===== src/rtl/hpc_pkg.sv =====
package hpc_pkg;

  // default fixed-point fraction width
  localparam int FRACTION_BITS = 8;

  // result field widths
  localparam int PT_W  = 16;
  localparam int DIV_W = 8;
  localparam int LEN_W = 26;
  localparam logic [LEN_W-1:0] LEN_MAX = {LEN_W{1'b1}};

  // register map
  localparam int CFG_IDX_W = 3;
  localparam int CFG_DAT_W = 16;
  localparam logic [CFG_IDX_W-1:0] CFG_X_DIV   = 3'd0;
  localparam logic [CFG_IDX_W-1:0] CFG_Y_DIV   = 3'd1;
  localparam logic [CFG_IDX_W-1:0] CFG_ORG_X   = 3'd2;
  localparam logic [CFG_IDX_W-1:0] CFG_ORG_Y   = 3'd3;
  localparam logic [CFG_IDX_W-1:0] CFG_SPACING = 3'd4;

  // result commands
  typedef enum logic [1:0] {
    CMD_MOVE     = 2'd0,
    CMD_PEN_DOWN = 2'd1,
    CMD_PEN_UP   = 2'd2
  } cmd_t;

  // control that rides along with a point through the cells
  typedef struct packed {
    logic valid;
    logic start;
    logic stop;
  } meta_t;

endpackage


===== src/rtl/hpc_div_cell.sv =====
// one restoring division step for both x and y
module hpc_div_cell #(
  parameter int NW = 24
) (
  input  logic                        clk,
  input  logic                        rst_n,
  input  logic                        en,
  input  hpc_pkg::meta_t              meta_i,
  input  logic [NW-1:0]               nx_i,
  input  logic [hpc_pkg::DIV_W-1:0]   rx_i,
  input  logic [NW-1:0]               qx_i,
  input  logic [NW-1:0]               ny_i,
  input  logic [hpc_pkg::DIV_W-1:0]   ry_i,
  input  logic [NW-1:0]               qy_i,
  input  logic [hpc_pkg::DIV_W-1:0]   dvx,
  input  logic [hpc_pkg::DIV_W-1:0]   dvy,
  output hpc_pkg::meta_t              meta_o,
  output logic [NW-1:0]               nx_o,
  output logic [hpc_pkg::DIV_W-1:0]   rx_o,
  output logic [NW-1:0]               qx_o,
  output logic [NW-1:0]               ny_o,
  output logic [hpc_pkg::DIV_W-1:0]   ry_o,
  output logic [NW-1:0]               qy_o
);

  localparam int DW = hpc_pkg::DIV_W;

  hpc_pkg::meta_t meta_r;
  logic [NW-1:0]  nx_r, qx_r, ny_r, qy_r;
  logic [DW-1:0]  rx_r, ry_r;
  logic [DW:0]    tx, ty;
  logic           gex, gey;
  logic [DW-1:0]  rx_nxt, ry_nxt;

  // shift in next dividend bit and try subtracting
  always_comb begin
    tx     = {rx_i, nx_i[NW-1]};
    ty     = {ry_i, ny_i[NW-1]};
    gex    = tx >= {1'b0, dvx};
    gey    = ty >= {1'b0, dvy};
    rx_nxt = gex ? DW'(tx - {1'b0, dvx}) : tx[DW-1:0];
    ry_nxt = gey ? DW'(ty - {1'b0, dvy}) : ty[DW-1:0];
  end

  // control register
  always_ff @(posedge clk) begin
    if (!rst_n) begin
      meta_r <= '0;
    end else if (en) begin
      meta_r <= meta_i;
    end
  end

  // payload registers
  always_ff @(posedge clk) begin
    if (en) begin
      nx_r <= nx_i << 1;
      ny_r <= ny_i << 1;
      rx_r <= rx_nxt;
      ry_r <= ry_nxt;
      qx_r <= {qx_i[NW-2:0], gex};
      qy_r <= {qy_i[NW-2:0], gey};
    end
  end

  assign meta_o = meta_r;
  assign nx_o   = nx_r;
  assign rx_o   = rx_r;
  assign qx_o   = qx_r;
  assign ny_o   = ny_r;
  assign ry_o   = ry_r;
  assign qy_o   = qy_r;

endmodule


===== config.mk =====
export PLATFORM = sky130hd
export DESIGN_NAME = hpc_div_cell
export DESIGN_NICKNAME = d
export VERILOG_FILES = /design/src/rtl/hpc_pkg.sv /design/src/rtl/hpc_div_cell.sv
export SDC_FILE = /design/constraint.sdc
export NUM_CORES = 1
export LEC_CHECK = 0
export ABC_AREA = 0
export BUFFER_PORTS_ARGS = -buffer_cell sky130_fd_sc_hd__buf_2
export CELL_PAD_IN_SITES_DETAIL_PLACEMENT = 1
export CELL_PAD_IN_SITES_GLOBAL_PLACEMENT = 2
export CORE_MARGIN = 1.5
export CORE_UTILIZATION = 30
export DETAILED_ROUTE_END_ITERATION = 7
export PLACE_DENSITY = 0.95
export SLEW_MARGIN = 20
export SYNTH_ARGS = -nofsm -noshare
export SYNTH_HDL_FRONTEND = slang
export SYNTH_SLANG_ARGS = --single-unit

===== constraint.sdc =====
create_clock -name clk -period 6.2 [get_ports clk]
set_input_delay 1.24 -clock clk [delete_from_list [all_inputs] [get_ports clk]]
set_output_delay 1.24 -clock clk [all_outputs]
set_load 0.005 [all_outputs]

==> flow_summary.json <==
{
  "cts_tree": "built",
  "dp_hpwl_um": 9790,
  "synth_seq_area_share_pct": 76.3,
  "totalWireLength_um": 12300,
  "timing.fmax_ghz": 0.357,
  "r2r_start": "meta_o[2]$_SDFFE_PN0P_",
  "ys_ff_latch": 113,
  "fin_cells": 711,
  "cpPeakStageDelay_ns": 0.37,
  "die_x_um": 124,
  "initial_utilization_pct": 30.6,
  "end_kind": "flip-flop",
  "r2r_slack_ns": 5.54,
  "io_buffers": 244,
  "rsz0062_at_grt": "no",
  "status": "complete, no violations",
  "grt_pass1_wl_um": 18500,
  "hold_start": "meta_o[0]$_SDFFE_PN0P_",
  "synthArstFlopShare_pct": 0,
  "cts-root-buf": "clkbuf_16",
  "setup_viol": 0,
  "grt_pass1_vias": 3348,
  "drive_above_1_share_pct": 54.8,
  "htreeDepth": 4,
  "num_rows": 44,
  "synthTopCellsByArea": "edfxtp_1 (75%), ha_1 (4.5%), inv_1 (2.2%)",
  "synth-edff-count": 110,
  "cts_setup_buffers": 0,
  "die_h_um": 124,
  "area_growth_pct": 45.8,
  "cp_num_cells": 7,
  "relSlewSlack_pct": 44.8,
  "path_clk_slew_ns": 0.06,
  "grt_util_all_layers_pct": 15.8,
  "grt_max_degree": 62,
  "critPathTopFamily": "compound AO/OA/AOI/OAI gates",
  "synth_top_area_share_pct": 74.9,
  "hold_violations": 0,
  "clkSinkCount": 113,
  "vias": 3144,
  "drc": 0,
  "dpl.cell_count": 679,
  "nets": 666,
  "io_pins": 249,
  "antennaDiodeCount": 0,
  "firstDrtPassIters": 4,
  "synth.distinct_cells": 38,
  "crit_chain": "buf_2 > ha_1 > a21o_1 > a211oi_4 > nand2_1 > nand2_4 > mux2_4",
  "yosysTopAreaCell": "edfxtp_1",
  "core_mm2": 0.0144,
  "finClkSkew_ns": 0,
  "dr.first_iter.drc_count": 171,
  "syn_area_mm2": 0.00441,
  "wl_per_cell_um": 17.3,
  "yosysWarnings": 0,
  "die_area_mm2": 0.0154,
  "ir_drop_mv": 0.157,
  "required_ns": 6.36,
  "syn_area_per_cell_um2": 17.6,
  "power.density_mw_per_mm2": 329,
  "regArea_mm2": 0.00336,
  "cts_buffers": 17,
  "clk_path_buf_depth": 2,
  "path_max_fanout": 8,
  "cp_data_arrival_time_ns": 2.96,
  "tightestPinTransition_ns": 0.828,
  "cp-start-kind": "input port",
  "crit_type": "input port to flip-flop",
  "crit_buf_inv": 1,
  "drv_cap": 0,
  "grt_overflow_total": 0,
  "ant_nets": 0,
  "vias_per_cell": 4.42,
  "cts_resized": 0,
  "n_fill_cell": 1556,
  "hold_path_class": "flip-flop to flip-flop",
  "synth_ff_type": "edfxtp_1",
  "r2r-end": "meta_o[2]$_SDFFE_PN0P_",
  "finalCriticalPeriod_ns": 2.80,
  "slowest_stage": "ha_1",
  "hold_path_depth": 2,
  "r2r_cells": 2,
  "antenna_found_initial": 0,
  "insertion_delay_ns": 0.41,
  "hold_buffers": 0,
  "drv_slew": 0,
  "hold_end": "meta_o[0]$_SDFFE_PN0P_",
  "final.period_utilization_pct": 45.1,
  "syn_inst": 251,
  "leakage_nw": 2.89,
  "crit_start": "rx_i[5]",
  "multi_input_area_um2": 938,
  "finalSetupTns_ns": 0,
  "gp_congestion": 0.763
}
==> layout make-up <==
cell class | count | share of cell area [%]
flip-flops and latches | 113 | 52.3
repair buffers | 245 | 19.1
multi-input cells | 111 | 14.6
clock buffers | 17 | 6.62
well taps | 184 | 3.58
clock inverters | 15 | 2.24
inverters | 26 | 1.52
==> synth_stat cells (2+ instances only) <==
library cell    n
a21oi_1        10
nor2_1          5
and2_1          2
inv_1          26
mux2i_1         8
nand3_1         8
a21o_1          5
nor3_1          2
mux2_4          5
dfxtp_1         3
fa_1            2
nand4b_1        2
nand2b_1        2
a31oi_1         3
nand2_1         5
xnor2_1        10
nor2b_1         4
ha_1           16
buf_4           2
edfxtp_1      110
mux2_2          4
==> layer usage <==
metal	wire length, um	GRT usage (%)	vias to the layer above
met1	4610	17.1	1507
met3	785	5.20	20
met2	6630	28.3	148
met4	264	6.49	0
met5	0	0	-
li1	-	-	1469
==> worst max-delay path by stage <==
stage                         to
2_1_floorplan  rx_o[2]$_DFFE_PP_
5_1_grt        ry_o[4]$_DFFE_PP_
4_1_cts        rx_o[2]$_DFFE_PP_
3_5_place_dp   rx_o[4]$_DFFE_PP_
6_report       rx_o[4]$_DFFE_PP_
3_3_place_gp   rx_o[6]$_DFFE_PP_
==> registers in the layout, indices dropped and copies added (netlist names) <==
signal  cells
ry_o        8
rx_o        8
qy_o       24
qx_o       24
meta_o      3
ny_o       23
nx_o       23
==> per-stage QoR <==
step	power, mW	cell area, um2	hold WS [ns]	utilization (%)	setup slack, ns
2_1_floorplan	1.06	4410	0.507	-	3.26
3_3_place_gp	1.20	5860	0.495	40.6	3.02
3_5_place_dp	1.21	5860	0.511	40.6	2.96
4_1_cts	2.15	6430	0.523	44.6	3.41
5_1_grt	2.20	6430	0.558	44.6	3.33
6_report	2.12	6430	0.522	44.6	3.40
==> cell usage in the layout, fill, tap and decap left out, types with 2 or more instances in the layout <==
cell          n
inv_1        26
conb_1        2
a21oi_1      10
a21o_1        5
nand4b_1      2
clkinv_2      3
a31oi_1       3
nand3_1       8
fa_1          2
nor3_1        2
dfxtp_1       3
edfxtp_1    110
buf_2       243
nand2b_1      2
ha_1         16
clkinv_1      3
mux2_2        4
and2_1        2
nor2b_1       4
bufinv_16     2
clkinv_4      3
xnor2_1      10
nand2_1       5
buf_4         2
nor2_1        5
mux2_4        5
mux2i_1       8
clkinvlp_4    3
clkbuf_16    17
==> power breakdown <==
part	switching, mW	internal, mW	total (mW)	leakage [nW]
Combinational	0.128	0.129	0.256	1.52
Clock	0.338	0.585	0.923	0.272
Sequential	0.0186	0.920	0.939	1.10
==> logic make-up after synthesis <==
group	count (synthesis)	synth area share, %
buffers and inverters	28	2.55
adders and majority gates	18	5.45
other	1	0.0850
muxes	17	4.54
xor gates and xnor gates	10	1.99
and+or+nand+nor	36	4.60
AOI/OAI and AO/OA	28	4.54
DFF	113	76.3
==> worst min-delay path, cell delays in order, from the launching register on <==
cell     delay (ns)
dfxtp_1        0.33
mux2i_1        0.07
nor2b_1        0.09
No activity file was read; power rests on OpenSTA's default activity.
