[config.mk]
export PLATFORM = sky130hd
export DESIGN_NAME = hpc_sqrt_cell
export DESIGN_NICKNAME = d
export VERILOG_FILES = /design/src/rtl/hpc_pkg.sv /design/src/rtl/hpc_sqrt_cell.sv
export SDC_FILE = /design/constraint.sdc
export NUM_CORES = 1
export LEC_CHECK = 0
export BUFFER_PORTS_ARGS = -buffer_cell sky130_fd_sc_hd__buf_2
export CAP_MARGIN = 20
export CORE_MARGIN = 2
export CORE_UTILIZATION = 25
export DETAILED_ROUTE_END_ITERATION = 12
export SYNTH_ARGS = -nofsm -noshare
export SYNTH_HDL_FRONTEND = slang
export SYNTH_SLANG_ARGS = --single-unit
[constraint.sdc]
create_clock -name clk -period 4.9 [get_ports clk]
set_input_delay 0.245 -clock clk [delete_from_list [all_inputs] [get_ports clk]]
set_output_delay 0.245 -clock clk [all_outputs]
set_load 0.03 [all_outputs]
[src/rtl/hpc_pkg.sv]
package hpc_pkg;

  // default fixed-point fraction width
  localparam int FRACTION_BITS = 8;

  // result field widths
  localparam int PT_W  = 16;
  localparam int DIV_W = 8;
  localparam int LEN_W = 26;
  localparam logic [LEN_W-1:0] LEN_MAX = {LEN_W{1'b1}};

  // register map
  localparam int CFG_IDX_W = 3;
  localparam int CFG_DAT_W = 16;
  localparam logic [CFG_IDX_W-1:0] CFG_X_DIV   = 3'd0;
  localparam logic [CFG_IDX_W-1:0] CFG_Y_DIV   = 3'd1;
  localparam logic [CFG_IDX_W-1:0] CFG_ORG_X   = 3'd2;
  localparam logic [CFG_IDX_W-1:0] CFG_ORG_Y   = 3'd3;
  localparam logic [CFG_IDX_W-1:0] CFG_SPACING = 3'd4;

  // result commands
  typedef enum logic [1:0] {
    CMD_MOVE     = 2'd0,
    CMD_PEN_DOWN = 2'd1,
    CMD_PEN_UP   = 2'd2
  } cmd_t;

  // control that rides along with a point through the cells
  typedef struct packed {
    logic valid;
    logic start;
    logic stop;
  } meta_t;

endpackage

[src/rtl/hpc_sqrt_cell.sv]
// one digit of integer square root for both cords
module hpc_sqrt_cell #(
  parameter int RW = 26
) (
  input  logic              clk,
  input  logic              rst_n,
  input  logic              en,
  input  hpc_pkg::meta_t    meta_i,
  input  logic [2*RW-1:0]   vl_i,
  input  logic [RW+1:0]     rl_i,
  input  logic [RW-1:0]     ql_i,
  input  logic [2*RW-1:0]   vr_i,
  input  logic [RW+1:0]     rr_i,
  input  logic [RW-1:0]     qr_i,
  output hpc_pkg::meta_t    meta_o,
  output logic [2*RW-1:0]   vl_o,
  output logic [RW+1:0]     rl_o,
  output logic [RW-1:0]     ql_o,
  output logic [2*RW-1:0]   vr_o,
  output logic [RW+1:0]     rr_o,
  output logic [RW-1:0]     qr_o
);

  localparam int VW = 2 * RW;

  hpc_pkg::meta_t  meta_r;
  logic [VW-1:0]   vl_r, vr_r;
  logic [RW+1:0]   rl_r, rr_r;
  logic [RW-1:0]   ql_r, qr_r;
  logic [RW+2:0]   tl, tr, trl, trr;
  logic            gel, ger;

  // bring down two bits, compare against 4q+1
  always_comb begin
    tl  = {rl_i[RW:0], vl_i[VW-1:VW-2]};
    tr  = {rr_i[RW:0], vr_i[VW-1:VW-2]};
    trl = {1'b0, ql_i, 2'b01};
    trr = {1'b0, qr_i, 2'b01};
    gel = tl >= trl;
    ger = tr >= trr;
  end

  // control register
  always_ff @(posedge clk) begin
    if (!rst_n) begin
      meta_r <= '0;
    end else if (en) begin
      meta_r <= meta_i;
    end
  end

  // payload registers
  always_ff @(posedge clk) begin
    if (en) begin
      vl_r <= vl_i << 2;
      vr_r <= vr_i << 2;
      rl_r <= gel ? (RW+2)'(tl - trl) : tl[RW+1:0];
      rr_r <= ger ? (RW+2)'(tr - trr) : tr[RW+1:0];
      ql_r <= {ql_i[RW-2:0], gel};
      qr_r <= {qr_i[RW-2:0], ger};
    end
  end

  assign meta_o = meta_r;
  assign vl_o   = vl_r;
  assign rl_o   = rl_r;
  assign ql_o   = ql_r;
  assign vr_o   = vr_r;
  assign rr_o   = rr_r;
  assign qr_o   = qr_r;

endmodule

==> results of run 1 <==
-- power groups by stage --
stage | clock (mW) | sequential, mW | combinational, mW
4_1_cts | 1.91 | 2.26 | 1.36
2_1_floorplan | 0 | 2.67 | 0.436
3_3_place_gp | 0 | 2.29 | 1.23
3_5_place_dp | 0 | 2.29 | 1.24
6_report | 1.85 | 2.26 | 1.35
5_1_grt | 1.99 | 2.28 | 1.46
-- cells in the mapped netlist, types with 9 or more instances --
cell type and instances:
a21oi_1 43, nor2_1 23, o21ai_0 50, ha_1 56, nand2_1 60, nor2b_1 9
xnor2_1 31, inv_1 74, mux2_1 16, nand2b_1 9, a31oi_1 10, a21o_1 26
xor2_1 19, edfxtp_1 208, nand4_1 13, mux2_2 13
-- worst min-delay path, stage by stage --
cell	delay, ns
buf_2	0.09
nand2_1	0.04
o21ai_0	0.07
-- state kept, by name (all words and copies together) (netlist names) --
signal  count
vr_o       50
rl_o       28
qr_o       26
meta_o      3
vl_o       50
ql_o       26
rr_o       28
-- metrics by stage --
step / worst slack, ns / util, % / total power, mW
finish: 1.41 / 38.8 / 5.46
global route: 1.27 / 38.8 / 5.72
CTS: 1.47 / 38.8 / 5.53
detailed placement: 1.44 / 32.3 / 3.53
global placement: 1.49 / 32.3 / 3.52
floorplan: 2.14 / - / 3.11
-- metal layers --
| metal | GRT usage [%] | up-vias | wire (um) | part of all wire, % |
|---|---|---|---|---|
| li1 | - | 4096 | - | - |
| met1 | 16.7 | 3983 | 12700 | 41 |
| met2 | 24.1 | 338 | 15000 | 49 |
| met3 | 3.31 | 55 | 2380 | 7.7 |
| met4 | 4.24 | 2 | 775 | 2.5 |
| met5 | 0 | - | 7 | 0.023 |
-- area by class of cell --
cell class	instances	area (um2)	area share, %
clock buffer	32	682	4.42
tap	525	657	4.26
timing repair buffer	610	3980	25.8
sequential	211	6310	40.9
multi-input combinational	467	3380	21.9
antenna	1	2.50	0.0162
clock inverter	13	140	0.908
inverter	75	282	1.82
-- kinds of logic after synthesis --
| logic type | after synthesis |
|---|---|
| buffers and inverters | 95 |
| other | 1 |
| AND/OR/NAND/NOR | 144 |
| multiplexers | 33 |
| flip-flops | 211 |
| XOR/XNOR | 50 |
| adder cells (fa/ha/maj) | 56 |
| AO/OA/AOI/OAI | 180 |
-- worst max-delay path by stage --
stage	from	depth (start not counted)	endpoint
finish	ql_i[0]	14	rl_o[14]$_DFFE_PP_
floorplan	qr_i[4]	12	rr_o[26]$_DFFE_PP_
CTS	ql_i[0]	14	rl_o[14]$_DFFE_PP_
global route	rr_i[10]	12	rr_o[5]$_DFFE_PP_
global placement	qr_i[0]	12	rr_o[26]$_DFFE_PP_
detailed placement	ql_i[0]	13	rl_o[14]$_DFFE_PP_
==> results_dict.tcl, run 1 <==
set metrics [dict create \
    critPathMaxStageDelay_ns 0.52 \
    cp_max_fo 32 \
    antenna_found_initial 3 \
    drcViolationCount 0 \
    hp-class "in2reg" \
    yosys_warnings 0 \
    ys_seq_area_share_pct 62.6 \
    crit_slowest_cell "dlygate4sd3_1" \
    synthSimpleGateAreaFrac_pct 6.89 \
    power_switching_mw 1.66 \
    whs_path_depth 3 \
    wl_per_cell_um 16.0 \
    swShare_pct 30.3 \
    final_max_slew_viol_count 0 \
    synth_fa_ha_area_share_pct 6.95 \
    dr.pass1.iters 4 \
    startpoint_type "input port" \
    yosys_register_bits 211 \
    pin_count 433 \
    die_w_um 205 \
    finalSetupTns_ns 0 \
    synthDominantCellAreaShare_pct 62.0 \
    ys_async_sr_fraction_pct 0 \
    worstPathArrival_ns 3.79 \
    grt_pass1_wl_um 45700 \
    avgSynthCellArea_um2 13.1 \
    areaGrowthSynthToFinish_pct 53.1 \
    grt_pass1_vias 8420 \
    fin_crit_ns 3.49 \
    timing.final.crit_share_pct 71.3 \
    crit_chain "dlygate4sd3_1 -> buf_2 -> inv_1 -> ha_1 -> o21ai_0 -> a22oi_2 -> nand4_1 -> nor3b_2 -> o41ai_1 -> a21oi_1 -> a21o_1 -> buf_4 -> inv_2 -> mux2_2" \
    cap_violations 0 \
    cts_buffers 25 \
    cp.required_ns 5.19 \
    rr_startpoint "meta_o[1]$_SDFFE_PN0P_" \
    place_hpwl_um 22600 \
    wl_um 30900 \
    clock_latency_ns 0.54 \
    worst_slew_pin_slew_ns 0.722 \
    syn_inst 770 \
    grtUsageTotal_pct 13.8 \
    clk_pin_slew_ns 0.06 \
    die_y_um 205 \
    cts.path.max_buffers 3 \
    cts_setup_buffers 0 \
    synth_top_family_by_area "compound AO/OA/AOI/OAI gates" \
    synthMuxAreaShare_pct 3.64 \
    via_per_inst 4.38 \
    cts.repair.resized 0 \
    worstHoldStart "rl_i[23]" \
    max_slew_margin_pct 51.9 \
    status "finished clean" \
    worst_hold_slack_ns 0.0288 \
    power_frac_seq_pct 41.3 \
    powerDensity_mw_per_mm2 354 \
    ant_nets 0 \
    cts_tree "done" \
    h-tree-depth 1 \
    grt_max_degree 84 \
    hold_viol_final 0 \
    synth_compound_area_share_pct 11.6 \
    clkSinkCount 211 \
    r2r-end "meta_o[1]$_SDFFE_PN0P_" \
    r2r_cells 3 \
    root_buffer "clkbuf_16" \
    hold_end "rl_o[25]$_DFFE_PP_" \
    start_util_pct 25.4 \
    via_count 8474 \
    drive_gt1_share_pct 35.2 \
    crit_family "compound AO/OA/AOI/OAI gates" \
    clkPwrFrac_pct 33.9 \
    final_common_cell "buf_2" \
    path_class "in2reg" \
    ys.flop_type "edfxtp_1" \
    place_area_mm2 0.0128 \
    mostFrequentLayoutCells "buf_2 (425), edfxtp_1 (208), dlygate4sd3_1 (179)" \
    p_comb_share_pct 24.8 \
    drtIter0Drc 466 \
    p_int_mw 3.81 \
    dp_cells 1709 \
    placementRows 73 \
    finClkSkew_ns 0 \
    gp_congestion 0.895 \
    leakagePower_nw 6.81 \
    core_mm2 0.0397 \
    crit_buf_inv 5 \
    reg2reg_setup_slack_ns 3.68 \
    final_nets 1664 \
    synth_top_cells_by_area "edfxtp_1 (62%), ha_1 (7.0%), inv_1 (2.8%), xnor2_1 (2.7%), o21ai_0 (2.5%)" \
    synthXorXnorAreaFrac_pct 4.35 \
    ys_types 62 \
    max_freq_mhz 286 \
    irDropWorstVdd_uv 312 \
    cts_hold_buf 178 \
    fin_area_mm2 0.0154 \
    yosys.area.top_type "edfxtp_1" \
    netlist_area_mm2 0.0101 \
    io_buffers 426 \
    rsz0062_at_grt "no" \
    synth_edf_count 208 \
    setup_violations 0 \
    gr-total-overflow 0 \
    cp-end-kind "flop" \
    dieArea_mm2 0.0419 \
    layoutNonFillerInstCount 1934 \
    n_fill_cell 3760 \
]
Power figures use the tool's default switching activity.
==> run 2: changes to the inputs <==
--- a/config.mk
+++ b/config.mk
@@ -5,6 +5,7 @@
 export SDC_FILE = /design/constraint.sdc
 export NUM_CORES = 1
 export LEC_CHECK = 0
+export ABC_AREA = 1
 export BUFFER_PORTS_ARGS = -buffer_cell sky130_fd_sc_hd__buf_2
 export CAP_MARGIN = 20
 export CORE_MARGIN = 2
==> constraint.sdc (replaced) <==
create_clock -name clk -period 3.2 [get_ports clk]
set_input_delay 0.16 -clock clk [delete_from_list [all_inputs] [get_ports clk]]
set_output_delay 0.16 -clock clk [all_outputs]
set_load 0.03 [all_outputs]
==> results_dict.tcl, run 2 <==
set metrics [dict create \
    grt_pass1_vias 11200 \
    power_switching_mw 2.75 \
    final_common_cell "nand2_1" \
    grtUsageTotal_pct 15.4 \
    synthTopCellsByCount "nand2_1 (451), inv_1 (279), edfxtp_1 (208)" \
    yosys_warnings 0 \
    startpoint "rl_i[24]" \
    cts_buffers 25 \
    cp.required_ns 3.46 \
    ys_seq_area_share_pct 53.9 \
    n_fill_cell 4663 \
    ys_types 32 \
    synth_top_cells_by_area "edfxtp_1 (53%), nand2_1 (14%), inv_1 (9.0%), ha_1 (6.0%), nand3_1 (3.7%)" \
    via_per_inst 4.19 \
    synth_edf_count 208 \
    avgSynthCellArea_um2 8.70 \
    fin_crit_ns 2.45 \
    die_y_um 220 \
    r2r_cells 3 \
    die_w_um 220 \
    r2r-end "meta_o[0]$_SDFFE_PN0P_" \
    h-tree-depth 1 \
    cts_tree "done" \
    p_int_mw 5.75 \
    synthDominantCellAreaShare_pct 53.4 \
    finalSetupTns_ns 0 \
    route.met2.wl_um 19000 \
    drcViolationCount 0 \
    root_buffer "clkbuf_16" \
    diodes 0 \
    dr.pass1.iters 5 \
    yosys.area.top_type "edfxtp_1" \
    irDropWorstVdd_uv 413 \
    pin_count 433 \
    ant_nets 0 \
    place_area_mm2 0.0146 \
    grt_max_degree 77 \
    worstPathArrival_ns 2.72 \
    synth_most_common_cell "nand2_1" \
    areaGrowthSynthToFinish_pct 49.4 \
    grt_pass1_wl_um 58700 \
    max_freq_mhz 407 \
    worst_hold_slack_ns 0.0291 \
    placementRows 79 \
    wl_um 38900 \
    cap_violations 0 \
    top_layer "met4" \
    setup_violations 0 \
    met1Wirelength_um 16200 \
    clkPwrFrac_pct 33.1 \
    max_slew_margin_pct 37.4 \
    rr_startpoint "meta_o[0]$_SDFFE_PN0P_" \
    cp-end-kind "flop" \
    clk_pin_slew_ns 0.06 \
    leakagePower_nw 8.80 \
    start_util_pct 25.2 \
    p_comb_share_pct 26.4 \
    hp-class "in2reg" \
    gr-total-overflow 0 \
    startpoint_type "input port" \
    regArea_mm2 0.00631 \
    whs_path_depth 3 \
    wl_per_cell_um 14.8 \
    place_hpwl_um 29800 \
    finClkSkew_ns 0 \
    core_mm2 0.0464 \
    fin_area_mm2 0.0175 \
    mostFrequentLayoutCells "nand2_1 (451), buf_2 (425), inv_1 (279)" \
    drive_gt1_share_pct 25.2 \
    gp_congestion 0.904 \
    power_frac_seq_pct 40.5 \
    yosys_register_bits 211 \
    multi_input_area_mm2 0.00421 \
    antenna_found_initial 0 \
    rsz0062_at_grt "no" \
    ys.flop_type "edfxtp_1" \
    cts.path.max_buffers 3 \
    cp_max_fo 14 \
    dieArea_mm2 0.0485 \
    final_max_slew_viol_count 0 \
    syn_inst 1343 \
    via_count 11000 \
    drtIter0Drc 582 \
    critPathCapture "rl_o[2]$_DFFE_PP_" \
    powerDensity_mw_per_mm2 487 \
    clkSinkCount 211 \
    final_nets 2275 \
    worst_slew_pin_slew_ns 0.939 \
    status "finished clean" \
    swShare_pct 32.4 \
    io_buffers 426 \
    reg2reg_setup_slack_ns 2.04 \
    clock_latency_ns 0.55 \
    ys_async_sr_fraction_pct 0 \
    timing.final.crit_share_pct 76.7 \
    hold_viol_final 0 \
    path_class "in2reg" \
    netlist_area_mm2 0.0117 \
    dr_wl_met3_um 2780 \
]
[run 2: cell types whose count changed after synthesis, sizes merged, moves of 14 or more]
cell,change
inv,+205
nand3,+94
xnor2,-28
nand2,+398
a21o,-26
o21ai,-22
a21oi,-14
nor2,+64
mux2,-29
[run 2: what timing repair did]
action / 4_1_cts / 5_1_grt
buffers inserted: 0 / 0
endpoints found under the setup margin: 0 / 0
gates resized for setup: 0 / 0
endpoints found under the hold margin: 204 / 0
hold buffers: 207 / 0
[run 2: worst min-delay path by stage]
stage	start	end	slack (ns)
2_1_floorplan	ql_i[9]	ql_o[10]$_DFFE_PP_	0.26
3_3_place_gp	vl_i[43]	vl_o[45]$_DFFE_PP_	0.34
3_5_place_dp	vr_i[49]	vr_o[51]$_DFFE_PP_	0.34
4_1_cts	vl_i[50]	rl_o[0]$_DFFE_PP_	0.01
5_1_grt	vl_i[50]	rl_o[0]$_DFFE_PP_	0.04
6_report	vl_i[50]	rl_o[0]$_DFFE_PP_	0.03
[run 2: layer usage]
layer  track usage [%]  vias up
met1              18.1     5000
met2              28.0      370
met3              3.26       63
met4              4.74        0
li1                  -     5574
met5                 0        -
[run 2: area by class of cell]
type                            instances  share of cell area, %
Clock inverter                         19                   1.01
Sequential cell                       211                   36.1
Clock buffer                           27                   3.63
Inverter                              280                   6.02
Timing Repair Buffer                  645                   24.8
Tap cell                              607                   4.35
Multi-Input combinational cell        838                   24.1
[run 2: critical path, stage by stage]
cell,delay [ns]
dlygate4sd3_1,0.54
buf_2,0.13
ha_1,0.38
nand2_1,0.11
nand2_1,0.08
a21oi_1,0.23
nand2_1,0.09
a21oi_1,0.21
nand3_2,0.29
buf_4,0.28
nand2_1,0.07
o21ai_0,0.14
[run 2: kinds of logic (layout without fill, tap and decap cells)]
kind of cell / Yosys count / in the layout / synth area share, %
AND/OR/NAND/NOR: 686 / 686 / 25.0
buffers and inverters: 297 / 971 / 10.1
flip-flops: 211 / 211 / 53.9
AO/OA/AOI/OAI: 66 / 66 / 2.94
adder cells (fa/ha/maj): 56 / 56 / 5.99
XOR/XNOR: 26 / 26 / 1.95
other: 1 / 4 / 0.0321
[run 2: power by group through the flow]
| stage | clock, mW | sequential (mW) | combinational [mW] |
|---|---|---|---|
| global placement | 0 | 3.49 | 2.04 |
| global route | 3.02 | 3.47 | 2.47 |
| detailed placement | 0 | 3.50 | 2.04 |
| floorplan | 0 | 4.05 | 0.758 |
| finish | 2.81 | 3.44 | 2.25 |
| CTS | 2.91 | 3.44 | 2.26 |
[run 2: per-stage QoR]
stage	instances	power, mW	util (%)	worst slack (ns)
6_report	2627	8.50	37.7	0.745
3_5_place_dp	2374	5.54	31.5	0.760
3_3_place_gp	2374	5.53	31.5	0.788
2_1_floorplan	1346	4.81	-	1.48
4_1_cts	2627	8.60	37.7	0.799
5_1_grt	2627	8.95	37.7	0.548
==> run 3: changes to the inputs <==
--- a/config.mk
+++ b/config.mk
@@ -5,7 +5,7 @@
 export SDC_FILE = /design/constraint.sdc
 export NUM_CORES = 1
 export LEC_CHECK = 0
-export ABC_AREA = 1
+export ABC_AREA = 0
 export BUFFER_PORTS_ARGS = -buffer_cell sky130_fd_sc_hd__buf_2
 export CAP_MARGIN = 20
 export CORE_MARGIN = 2
==> constraint.sdc (replaced) <==
create_clock -name clk -period 2.55 [get_ports clk]
set_input_delay 0.1275 -clock clk [delete_from_list [all_inputs] [get_ports clk]]
set_output_delay 0.1275 -clock clk [all_outputs]
set_load 0.03 [all_outputs]
==> results_dict.tcl, run 3 (same netlist as run 1, synthesis figures left out) <==
set metrics [dict create \
    powerDensity_mw_per_mm2 628 \
    grt_pass1_vias 9107 \
    via_count 8885 \
    grt_use_met1_pct 18.1 \
    place_hpwl_um 24100 \
    final_nets 1808 \
    grt_max_degree 67 \
    clkSinkCount 211 \
    cp_max_fo 7 \
    dp_cells 1824 \
    final_common_cell "buf_2" \
    grtUsageTotal_pct 14.5 \
    crit_buf_inv 3 \
    setup_violations 0 \
    h-tree-depth 1 \
    cp.required_ns 2.83 \
    drcViolationCount 0 \
    cts_tree "done" \
    placementRows 73 \
    via_per_inst 4.28 \
    areaGrowthSynthToFinish_pct 68.0 \
    cts_buffers 25 \
    io_buffers 426 \
    layoutNonFillerInstCount 2074 \
    gr-total-overflow 0 \
    drtIter0Drc 401 \
    final_max_slew_viol_count 0 \
    leakagePower_nw 7.59 \
    hp-class "in2reg" \
    clock_latency_ns 0.51 \
    grt_pass1_wl_um 48100 \
    core_mm2 0.0397 \
    path_class "in2reg" \
    die_w_um 205 \
    gp_congestion 0.842 \
    crit_slowest_cell "dlygate4sd3_1" \
    max_freq_mhz 395 \
    met2_usage_pct 24.9 \
    pin_count 433 \
    start_util_pct 25.4 \
    irDropWorstVdd_uv 505 \
    root_buffer "clkbuf_16" \
    timing.final.crit_share_pct 99.4 \
    wl_per_cell_um 15.9 \
    place_area_mm2 0.0139 \
    wl_um 32900 \
    status "finished clean" \
    hold_viol_final 0 \
    clk_pin_slew_ns 0.06 \
    crit_chain "dlygate4sd3_1 -> buf_2 -> ha_1 -> a21o_1 -> a211o_1 -> a31oi_4 -> o21ai_2 -> a21oi_4 -> clkbuf_16 -> mux2_2" \
    antenna_found_initial 2 \
    fin_area_mm2 0.0169 \
    startpoint_type "input port" \
    finClkSkew_ns 0 \
    busiest_layer "met2" \
    worstPathArrival_ns 2.81 \
    mostFrequentLayoutCells "buf_2 (418), edfxtp_1 (208), dlygate4sd3_1 (204)" \
    cts.path.max_buffers 3 \
    cp-end-kind "flop" \
    critPathMaxStageDelay_ns 0.55 \
    cap_violations 0 \
    crit_family "compound AO/OA/AOI/OAI gates" \
    dr.pass1.iters 5 \
    gr-usage-met3_pct 3.32 \
    die_y_um 205 \
    dieArea_mm2 0.0419 \
    ant_nets 0 \
    fin_crit_ns 2.53 \
    drive_gt1_share_pct 41.9 \
]
==> run 3: changes by cell type in the layout (fill, tap and decap cells not counted), sizes merged, moves of 28 or more <==
cell	change
buf	+105
inv	-209
mux2	+29
nand2	-398
nand3	-94
nor2	-64
xnor2	+28
==> run 3: final timing paths <==
kind / start / end / slack [ns] / cells past startpoint
max: rr_i[24] / rr_o[5]$_DFFE_PP_ / 0.02 / 10
min: rl_i[14] / rl_o[16]$_DFFE_PP_ / 0.03 / 4
max reg2reg: meta_o[2]$_SDFFE_PN0P_ / meta_o[2]$_SDFFE_PN0P_ / 1.39 / 3
min reg2reg: meta_o[0]$_SDFFE_PN0P_ / meta_o[0]$_SDFFE_PN0P_ / 0.53 / 2
==> run 3: where the power goes <==
part	switching (mW)	leakage, nW	internal, mW
Clock	1.38	0.350	1.88
Sequential	0.0987	2.06	4.24
Combinational	1.75	5.18	1.29
Total	3.23	7.59	7.41
==> run 3: repair_timing <==
action / in CTS / in global routing
gates resized for setup: 0 / 39
hold endpoints to repair: 226 / 2
endpoints found under the setup margin: 0 / 55
hold buffers: 206 / 2
buffers inserted: 0 / 4
==> run 3: per-stage QoR <==
step	power, mW	setup WS [ns]	util, %	hold slack, ns	TNS [ns]
2_1_floorplan	6.02	-0.00992	-	0.226	-0.148
3_3_place_gp	7.09	-0.333	34.9	0.304	-9.98
3_5_place_dp	7.10	-0.345	34.9	0.306	-11.12
4_1_cts	10.7	0.0148	41.9	0.000869	0
5_1_grt	11.1	-0.00836	42.6	0.0357	-0.0114
6_report	10.6	0.0154	42.6	0.0268	0
==> run 3: worst register-to-register path, stage by stage (launching register included) <==
cell           delay (ns)
dfxtp_1              0.31
mux2i_1              0.13
nor2b_1              0.06
dlygate4sd3_1        0.55
==> run 3: final cells by class <==
cell class                 count  area, um2
inverter                      75        287
multi-input combinational    467       3680
antenna                        1       2.50
tap                          525        657
timing repair buffer         754       5270
clock buffer                  29        641
sequential                   211       6310
clock inverter                12       86.3
fill                        3681      22800
==> run 3: per-layer routing <==
layer | up-vias | wire [um]
met3 | 49 | 2380
met2 | 307 | 15800
li1 | 4381 | -
met1 | 4146 | 14000
met5 | - | 13
met4 | 2 | 702
